==> src/rtl/gn3_fifo.sv <==
module gn3_fifo #(
    parameter int WIDTH = 8
) (
    input  logic             aclk,
    input  logic             aresetn,
    input  logic             push,
    input  logic [WIDTH-1:0] din,
    output logic             full,
    input  logic             pop,
    output logic             valid,
    output logic [WIDTH-1:0] dout
);
    logic [WIDTH-1:0] slot_reg [2];
    logic             wr_ptr_reg, wr_ptr_next;
    logic             rd_ptr_reg, rd_ptr_next;
    logic [1:0]       count_reg, count_next;

    assign full  = count_reg == 2'd2;
    assign valid = count_reg != 2'd0;
    assign dout  = slot_reg[rd_ptr_reg];

    always_comb begin
        wr_ptr_next = push ? !wr_ptr_reg : wr_ptr_reg;
        rd_ptr_next = pop ? !rd_ptr_reg : rd_ptr_reg;
        count_next  = count_reg + 2'(push) - 2'(pop);
    end

    always_ff @(posedge aclk) begin
        if (!aresetn) begin
            wr_ptr_reg <= 1'b0;
            rd_ptr_reg <= 1'b0;
            count_reg  <= 2'd0;
        end else begin
            wr_ptr_reg <= wr_ptr_next;
            rd_ptr_reg <= rd_ptr_next;
            count_reg  <= count_next;
        end
    end

    always_ff @(posedge aclk) begin
        if (push) begin
            slot_reg[wr_ptr_reg] <= din;
        end
    end

endmodule

==> config.mk <==
export PLATFORM = sky130hd
export DESIGN_NAME = gn3_fifo
export DESIGN_NICKNAME = d
export VERILOG_FILES = /design/src/rtl/gn3_fifo.sv
export SDC_FILE = /design/constraint.sdc
export NUM_CORES = 1
export LEC_CHECK = 0
export BUFFER_PORTS_ARGS = -buffer_cell sky130_fd_sc_hd__buf_4
export CAP_MARGIN = 20
export CORE_MARGIN = 2
export CORE_UTILIZATION = 45
export DETAILED_ROUTE_END_ITERATION = 10
export PLACE_DENSITY = 0.77
export SLEW_MARGIN = 20
export SYNTH_ARGS = -nofsm -noshare
export SYNTH_HDL_FRONTEND = slang
export SYNTH_SLANG_ARGS = --single-unit
export TNS_END_PERCENT = 10
==> constraint.sdc <==
create_clock -name aclk -period 2.45 [get_ports aclk]
set_input_delay 0.49 -clock aclk [delete_from_list [all_inputs] [get_ports aclk]]
set_output_delay 0.49 -clock aclk [all_outputs]
set_load 0.03 [all_outputs]
==> flow_summary_export.csv <==
group,metric,value,unit
status,status,"finished clean",
yosys,netlist-cell-type-count,12,
sta,timing.final.ws_setup,0.560,ns
yosys,synth_top_family_by_area,"multiplexers",
sta,max_clock_freq,0.529,GHz
yosys,syn_nets,60,
yosys,synth-simple-area-share,7.01,%
layout,layout_common_cells,"buf_4, edfxtp_1, mux2_1, dfxtp_1",
critical_path,end_kind,"output port",
clock_network,cts_root_buffer,"clkbuf_4",
placed_design,pre_cts_ws,0.812,ns
drt,drtIter0Drc,4,
worst_hold_path,hp-class,"in2reg",
critical_path,startpoint_type,"flip-flop",
drt,vias,440,
floorplan,die-area,2140,um2
drt,drt_first_pass_iters,4,
clock_network,cts_setup_buffers,0,
drt,vias_per_cell,4.58,
global_route,grt_start_max_net_pins,12,
drt,drc,0,
clock_network,cts_hold_buffers,0,
yosys,ys_warn_count,0,
sta,hold_slack,0.379,ns
yosys,netlist_instances,46,
sta,setup_tns,0,ns
sta,hold_violations,0,
layout,layout_commonest_cell,"buf_4",
clock_network,clk_pin_slew,0.10,ns
drt,drt-total-wl,1180,um
sta,slew_headroom,72.9,%
critical_path,worstReg2RegEnd,"count_reg[1]",
placed_design,gp_congestion,0.634,
layout,drive_gt1_share,35.2,%
critical_path,path_max_fanout,8,
sta,finalCritPeriodShare,77.2,%
global_route,grt_pass1_wl,1770,um
yosys,synth_xor_area_share,3.89,%
yosys,synth_seq_cells,21,
worst_hold_path,hold_depth,1,
floorplan,core-area,1710,um2
critical_path,worstPathArrival,1.40,ns
clock_network,clock_latency,0.29,ns
floorplan,ios,22,
sta,fin_skew,0.00368,ns
floorplan,die_h,46.3,um
layout,area_growth,27.1,%
sta,tightest_slew,0.406,ns
sta,min_period,1.89,ns
placed_design,place_hpwl,886,um
yosys,syn_area_per_cell,17.5,um2
worst_hold_path,min_from,"din[7]",
global_route,grt-ovfl-total,0,
yosys,synthMuxAreaShare,11.2,%
floorplan,die_w,46.3,um
yosys,synth_compound_area_share,0.935,%
floorplan,initial_utilization,47.0,%
placed_design,io_buffers,21,
layout,diodes,0,
critical_path,r2r-start,"count_reg[0]",
power_and_ir_drop,vdd.ir_drop.worst,0.000433,V
floorplan,placementRows,15,
power_and_ir_drop,powerDensity,726,nW/um2
critical_path,critPathKind,"reg2out",
drt,wl_per_cell,12.3,um
global_route,grt_antenna_before_repair,0,
critical_path,rrSetupSlack,1.04,ns
layout,nNetsFinal,86,
clock_network,cts_tree,"built",
clock_network,clk_path_buf_depth,2,
sta,rsz0062_at_grt,"false",
sta,final_max_slew_viol_count,0,
clock_network,cts_resized,0,
critical_path,required,1.96,ns
job,maxCapViolations,0,
clock_network,h-tree-depth,1,
global_route,grt_pass1_vias,436,
drt,antenna_left,0,
power_and_ir_drop,p_leak,0.412,nW
global_route,grt_usage,12.7,%
yosys,yosysSeqAreaShare,72.3,%
worst_hold_path,min_to,"slot_reg[0][7]",
yosys,synthAdderAreaFrac,3.12,%
layout,largest_register_ffs,16,
clock_network,numCtsBuffers,3,
critical_path,reg2reg_depth,6,
yosys,netlist_area,803,um2
sta,setup_viol,0,
clock_network,cts.sinks,21,
-- worst max path at each step --
stage                   end  cells past startpoint  slack [ns]       from
6_report            dout[1]                      2        0.56  flip-flop
5_1_grt             dout[1]                      2        0.47  flip-flop
4_1_cts             dout[1]                      2        0.52  flip-flop
3_5_place_dp   count_reg[1]                      6        0.81        pop
3_3_place_gp   count_reg[1]                      6        0.85        pop
2_1_floorplan  count_reg[1]                      5        1.00        pop
-- critical path: stages (launching register included) --
cell	delay [ns]
dfxtp_1	0.56
mux2_1	0.38
buf_4	0.18
-- kinds of logic after synthesis --
| kind of cell | count (synthesis) |
|---|---|
| DFF | 21 |
| muxes | 8 |
| AOI/OAI and AO/OA | 1 |
| buffers and inverters | 3 |
| adders and majority gates | 2 |
| and+or+nand+nor | 9 |
| xor gates and xnor gates | 2 |
-- where the power goes --
group	switching, W	internal [W]	total (W)
logic	0.0000840	0.0000797	0.000164
clock network	0.0000890	0.0000632	0.000152
registers	0.0000151	0.000410	0.000425
total	0.000188	0.000553	0.000741
-- synthesized netlist by cell type --
cell type	instances	share of area [%]
mux2_1	8	11
and2_1	4	3.1
or2_1	1	0.78
ha_1	2	3.1
xor2_1	1	1.1
o21a_1	1	0.93
edfxtp_1	16	60
buf_2	1	0.62
dfxtp_1	5	12
xnor3_1	1	2.8
inv_1	2	0.93
nor2b_1	4	3.1
-- routing by layer --
metal / track usage (%) / vias to the layer above / routed length, um
li1: - / 215 / -
met1: 11.5 / 207 / 424
met2: 22.8 / 18 / 656
met3: 6.27 / 0 / 103
met4: 6.86 / 0 / 0
met5: 0 / - / 0
-- metrics by stage --
stage          total power [W]  cell area (um2)  utilization, %  instances
6_report              0.000741             1020            59.8         96
5_1_grt               0.000779             1020            59.8         96
4_1_cts               0.000751             1020            59.8         96
3_5_place_dp          0.000599              995            58.2         92
3_3_place_gp          0.000594              995            58.2         92
2_1_floorplan         0.000534              803               -         46
-- area by class of cell --
| class | count | area, um2 |
|---|---|---|
| Clock buffer | 4 | 26.3 |
| Fill cell | 137 | 687 |
| Inverter | 2 | 7.51 |
| Multi-Input combinational cell | 22 | 210 |
| Sequential cell | 21 | 581 |
| Tap cell | 25 | 31.3 |
| Timing Repair Buffer | 22 | 165 |
No activity file was read; power rests on OpenSTA's default activity.
