[src/rtl/gn3_pkg.sv]
package gn3_pkg;

    localparam int TABLE_SIZE_DEF     = 256;
    localparam int GRAD_FRAC_BITS_DEF = 14;

    // The point is scaled by 4096, so the low 12 bits of a Q19.12 coordinate are the fraction.
    localparam int COORD_W       = 32;
    localparam int CELL_BITS     = 12;
    localparam int CELL_W        = COORD_W - CELL_BITS;
    localparam int FRAC_ONE      = 4096;
    localparam int GRAD_W        = 16;
    localparam int DELTA_W       = CELL_BITS + 1;
    localparam int PROD_W        = GRAD_W + DELTA_W;
    localparam int VAL_W         = 32;
    localparam int FADE_W        = 17;
    localparam int FADE_SHIFT    = 16;
    localparam int LERP_W        = (VAL_W + 1) + (FADE_W + 1);
    localparam int NOISE_W       = 16;

    // Fade polynomial: w^3 * (6w^2 - 15*4096*w + 10*4096^2), Q0.60, rounded to Q1.16.
    localparam int   INNER_W     = 28;
    localparam int   INNER_HALF  = 14;
    localparam logic [29:0] FADE_C10 = 30'(10 * FRAC_ONE * FRAC_ONE);
    localparam logic [29:0] FADE_C15 = 30'(15 * FRAC_ONE);
    localparam logic [63:0] FADE_RND = 64'(1) << 43;
    localparam int   FADE_DROP   = 44;

    typedef enum logic [1:0] {
        OP_EVAL      = 2'd0,
        OP_LOAD_PERM = 2'd1,
        OP_LOAD_GRAD = 2'd2,
        OP_NONE      = 2'd3
    } op_t;

endpackage

[src/rtl/gn3_front.sv]
module gn3_front #(
    parameter int TABLE_SIZE = gn3_pkg::TABLE_SIZE_DEF,
    parameter int IDX_W      = $clog2(TABLE_SIZE)
) (
    input  logic                        s_valid,
    output logic                        s_ready,
    input  logic [1:0]                  s_operation,
    input  logic [7:0]                  s_table_index,
    input  logic [7:0]                  s_perm_value,
    input  logic signed [15:0]          s_grad_x,
    input  logic signed [15:0]          s_grad_y,
    input  logic signed [15:0]          s_grad_z,
    input  logic signed [31:0]          s_coord_x,
    input  logic signed [31:0]          s_coord_y,
    input  logic signed [31:0]          s_coord_z,
    input  logic                        q_full,
    output logic                        q_push,
    output gn3_pkg::op_t                f_op,
    output logic [IDX_W-1:0]            f_idx,
    output logic [IDX_W-1:0]            f_perm,
    output logic [IDX_W-1:0]            f_c0x,
    output logic [IDX_W-1:0]            f_c1x,
    output logic [IDX_W-1:0]            f_c0y,
    output logic [IDX_W-1:0]            f_c1y,
    output logic [IDX_W-1:0]            f_c0z,
    output logic [IDX_W-1:0]            f_c1z,
    output logic [11:0]                 f_fx,
    output logic [11:0]                 f_fy,
    output logic [11:0]                 f_fz
);
    import gn3_pkg::*;

    logic              in_range;
    logic              keep;
    logic signed [CELL_W-1:0] cell_x, cell_y, cell_z;

    assign f_op     = op_t'(s_operation);
    assign in_range = 32'(s_table_index) < TABLE_SIZE;

    // Unused codes and loads past the table end are consumed here and never queued.
    always_comb begin
        unique case (f_op)
            OP_EVAL:                    keep = 1'b1;
            OP_LOAD_PERM, OP_LOAD_GRAD: keep = in_range;
            default:                    keep = 1'b0;
        endcase
    end

    assign s_ready = !q_full;
    assign q_push  = s_valid && s_ready && keep;

    assign f_idx  = IDX_W'(s_table_index);
    assign f_perm = IDX_W'(s_perm_value);

    // The table size is a power of two, so the low bits of the floor cell are its true modulo.
    assign cell_x = CELL_W'(s_coord_x >>> CELL_BITS);
    assign cell_y = CELL_W'(s_coord_y >>> CELL_BITS);
    assign cell_z = CELL_W'(s_coord_z >>> CELL_BITS);

    assign f_c0x = IDX_W'(cell_x);
    assign f_c0y = IDX_W'(cell_y);
    assign f_c0z = IDX_W'(cell_z);
    assign f_c1x = f_c0x + IDX_W'(1);
    assign f_c1y = f_c0y + IDX_W'(1);
    assign f_c1z = f_c0z + IDX_W'(1);

    assign f_fx = s_coord_x[CELL_BITS-1:0];
    assign f_fy = s_coord_y[CELL_BITS-1:0];
    assign f_fz = s_coord_z[CELL_BITS-1:0];

endmodule

[config.mk]
export PLATFORM = sky130hd
export DESIGN_NAME = gn3_front
export DESIGN_NICKNAME = d
export VERILOG_FILES = /design/src/rtl/gn3_pkg.sv /design/src/rtl/gn3_front.sv
export SDC_FILE = /design/constraint.sdc
export NUM_CORES = 1
export LEC_CHECK = 0
export BUFFER_PORTS_ARGS = -buffer_cell sky130_fd_sc_hd__buf_2
export CAP_MARGIN = 20
export CORE_AREA = 4 4 101 103
export DETAILED_ROUTE_END_ITERATION = 12
export DIE_AREA = 0 0 105 107
export SLEW_MARGIN = 20
export SYNTH_ARGS = -nofsm -noshare
export SYNTH_HDL_FRONTEND = slang
export SYNTH_SLANG_ARGS = --single-unit
[constraint.sdc]
create_clock -name vclk -period 1.9
set_input_delay 0.38 -clock vclk [all_inputs]
set_output_delay 0.38 -clock vclk [all_outputs]
set_load 0.05 [all_outputs]
==> flow_metrics.env <==
export IMPL_outcome="complete, no violations"
export IMPL_ctsResizeCount=0
export IMPL_avgSynthCellArea_um2=7.41
export IMPL_setup_viol=0
export IMPL_core_um2=9200
export IMPL_final_common_cell="buf_2"
export IMPL_nets=298
export IMPL_cp_arrival_ps=1360
export IMPL_busiest_layer="met2"
export IMPL_final_seq_area_um2=0
export IMPL_synth_xor_area_share=0.169
export IMPL_seq_cells=0
export IMPL_synthAdderAreaFrac=0.0402
export IMPL_finish_utilization=0.0973
export IMPL_setup_tns_ps=0
export IMPL_worst_hold_slack_ps=760
export IMPL_yosys_warnings=0
export IMPL_setup_worst_path_start_class="input pin"
export IMPL_period_needed_ps=1740
export IMPL_synth_cells=126
export IMPL_hold_viol=0
export IMPL_dieArea_um2=11200
export IMPL_synthDistinctLibCells=9
export IMPL_synth_compound_area_share=0
export IMPL_gr_total_overflow=0
export IMPL_dpl_hpwl_mm=2.41
export IMPL_antenna_diode_count=0
export IMPL_place_congestion=0.620
export IMPL_synthMuxAreaShare=0
export IMPL_antenna_left=0
export IMPL_final_cell_mix="80 x buf_2, 15 x nand3_1, 15 x xnor2_1"
export IMPL_crit_type="input pin to output pin"
export IMPL_synth_seq_area_share=0
export IMPL_die_h_um=107
export IMPL_crit_required_ps=1520
export IMPL_cp_end_kind="output pin"
export IMPL_p_total_uw=429
export IMPL_via_count=689
export IMPL_final_layout_size_suffix_gt1_frac=0.651
export IMPL_rows=35
export IMPL_ir_worst_vdd_uv=146
export IMPL_cts_setup_buffers=0
export IMPL_startpoint="s_coord_x[12]"
export IMPL_gr_usage_met3=0.0211
export IMPL_grt_usage=0.0394
export IMPL_drt_pass1_iter_count=4
export IMPL_cp_common_cell="buf_2"
export IMPL_whs_path_depth=0
export IMPL_synth_top_family_by_area="buffers and inverters"
export IMPL_max_slew_worst_pin_slew_ps=277
export IMPL_fillers=1074
export IMPL_timing_critical_path_fanout_max=5
export IMPL_fin_crit_sh=0.918
export IMPL_syn_nets=293
export IMPL_cp_endpoint="f_c1x[4]"
export IMPL_grt_max_degree=7
export IMPL_slew_headroom=0.817
export IMPL_met2_usage=0.0577
export IMPL_rsz0062_at_grt="false"
export IMPL_powerDensity_nw_per_um2=479
export IMPL_grtUsageMet1=0.0498
export IMPL_cp_cell_sequence="buf_2 -> ha_1 -> nand3_1 -> xnor2_1 -> buf_2"
export IMPL_area_growth_pct=-4.16
export IMPL_p_leak_nw=0.465
export IMPL_drc=0
export IMPL_pin_count=268
export IMPL_drt_iter0_markers=20
export IMPL_grt_pass1_vias=625
export IMPL_worstHoldPathType="input pin to output pin"
export IMPL_grt_pass1_wl_mm=3.63
export IMPL_cap_viol_max_count=0
export IMPL_wire_per_inst_um=10.6
export IMPL_drt_wl_total_mm=2.55
export IMPL_slowest_delay_ps=280
export IMPL_start_util=0.101
export IMPL_postCtsHoldBufs=0
export IMPL_synthSimpleGateAreaFrac=0.147
export IMPL_drv_slew=0
export IMPL_drt_vias_per_instance=2.87
export IMPL_nClkBuffers=0
export IMPL_cp_slowest_cell="ha_1"
export IMPL_portBuffers=80
export IMPL_max_freq_mhz=573
export IMPL_antenna_found_initial=0
export IMPL_syn_area_um2=933
export IMPL_die_width_um=105
-- worst min-delay path by stage --
stage	startpoint	end	slack [ps]
6_report	s_coord_x[5]	f_fx[5]	760
5_1_grt	s_coord_y[1]	f_fy[1]	760
4_1_cts	s_coord_x[11]	f_fx[11]	760
3_5_place_dp	s_coord_x[11]	f_fx[11]	760
3_3_place_gp	s_coord_x[11]	f_fx[11]	760
2_1_floorplan	s_coord_x[12]	f_c0x[0]	930
-- cells in the mapped netlist --
cell type,n,area share
nand3_1,15,0.080
xnor2_1,15,0.14
ha_1,3,0.040
buf_4,78,0.63
inv_1,4,0.016
nand2_1,1,0.0040
and3_4,3,0.036
and3_1,4,0.027
xor2_1,3,0.028
-- routing by layer --
layer	vias to the layer above	part of all wire
li1	332	-
met5	-	0
met3	10	0.17
met1	279	0.40
met2	68	0.41
met4	0	0.024
-- critical path: cells and delay by family --
kind                     cells  cell delay, ps
AND/OR/NAND/NOR              1             120
buffers and inverters        2             420
XOR/XNOR                     1             150
adder cells (fa/ha/maj)      1             280
-- through the flow --
step,std cells,instance area [µm²],setup WS (ps)
6_report,240,895,155
4_1_cts,240,895,153
3_3_place_gp,240,895,170
5_1_grt,240,895,78.3
3_5_place_dp,240,895,151
2_1_floorplan,126,933,35.3
-- final cells by class --
class / instances / area [µm²] / share of cell area
repair buffers: 81 / 408 / 0.456
well taps: 111 / 139 / 0.155
multi-input cells: 44 / 333 / 0.372
inverters: 4 / 15.0 / 0.0168
-- cells by family (layout without fill, tap and decap cells) --
| kind of cell | count (synthesis) | after routing |
|---|---|---|
| buffers and inverters | 82 | 85 |
| adder cells (fa/ha/maj) | 3 | 3 |
| XOR/XNOR | 18 | 18 |
| AND/OR/NAND/NOR | 23 | 23 |
-- power breakdown --
group          switching, mW  internal [mW]  total (mW)
sequential                 0              0           0
clock                      0              0           0
combinational          0.331         0.0972       0.429
(Power assumes the default switching activity.)
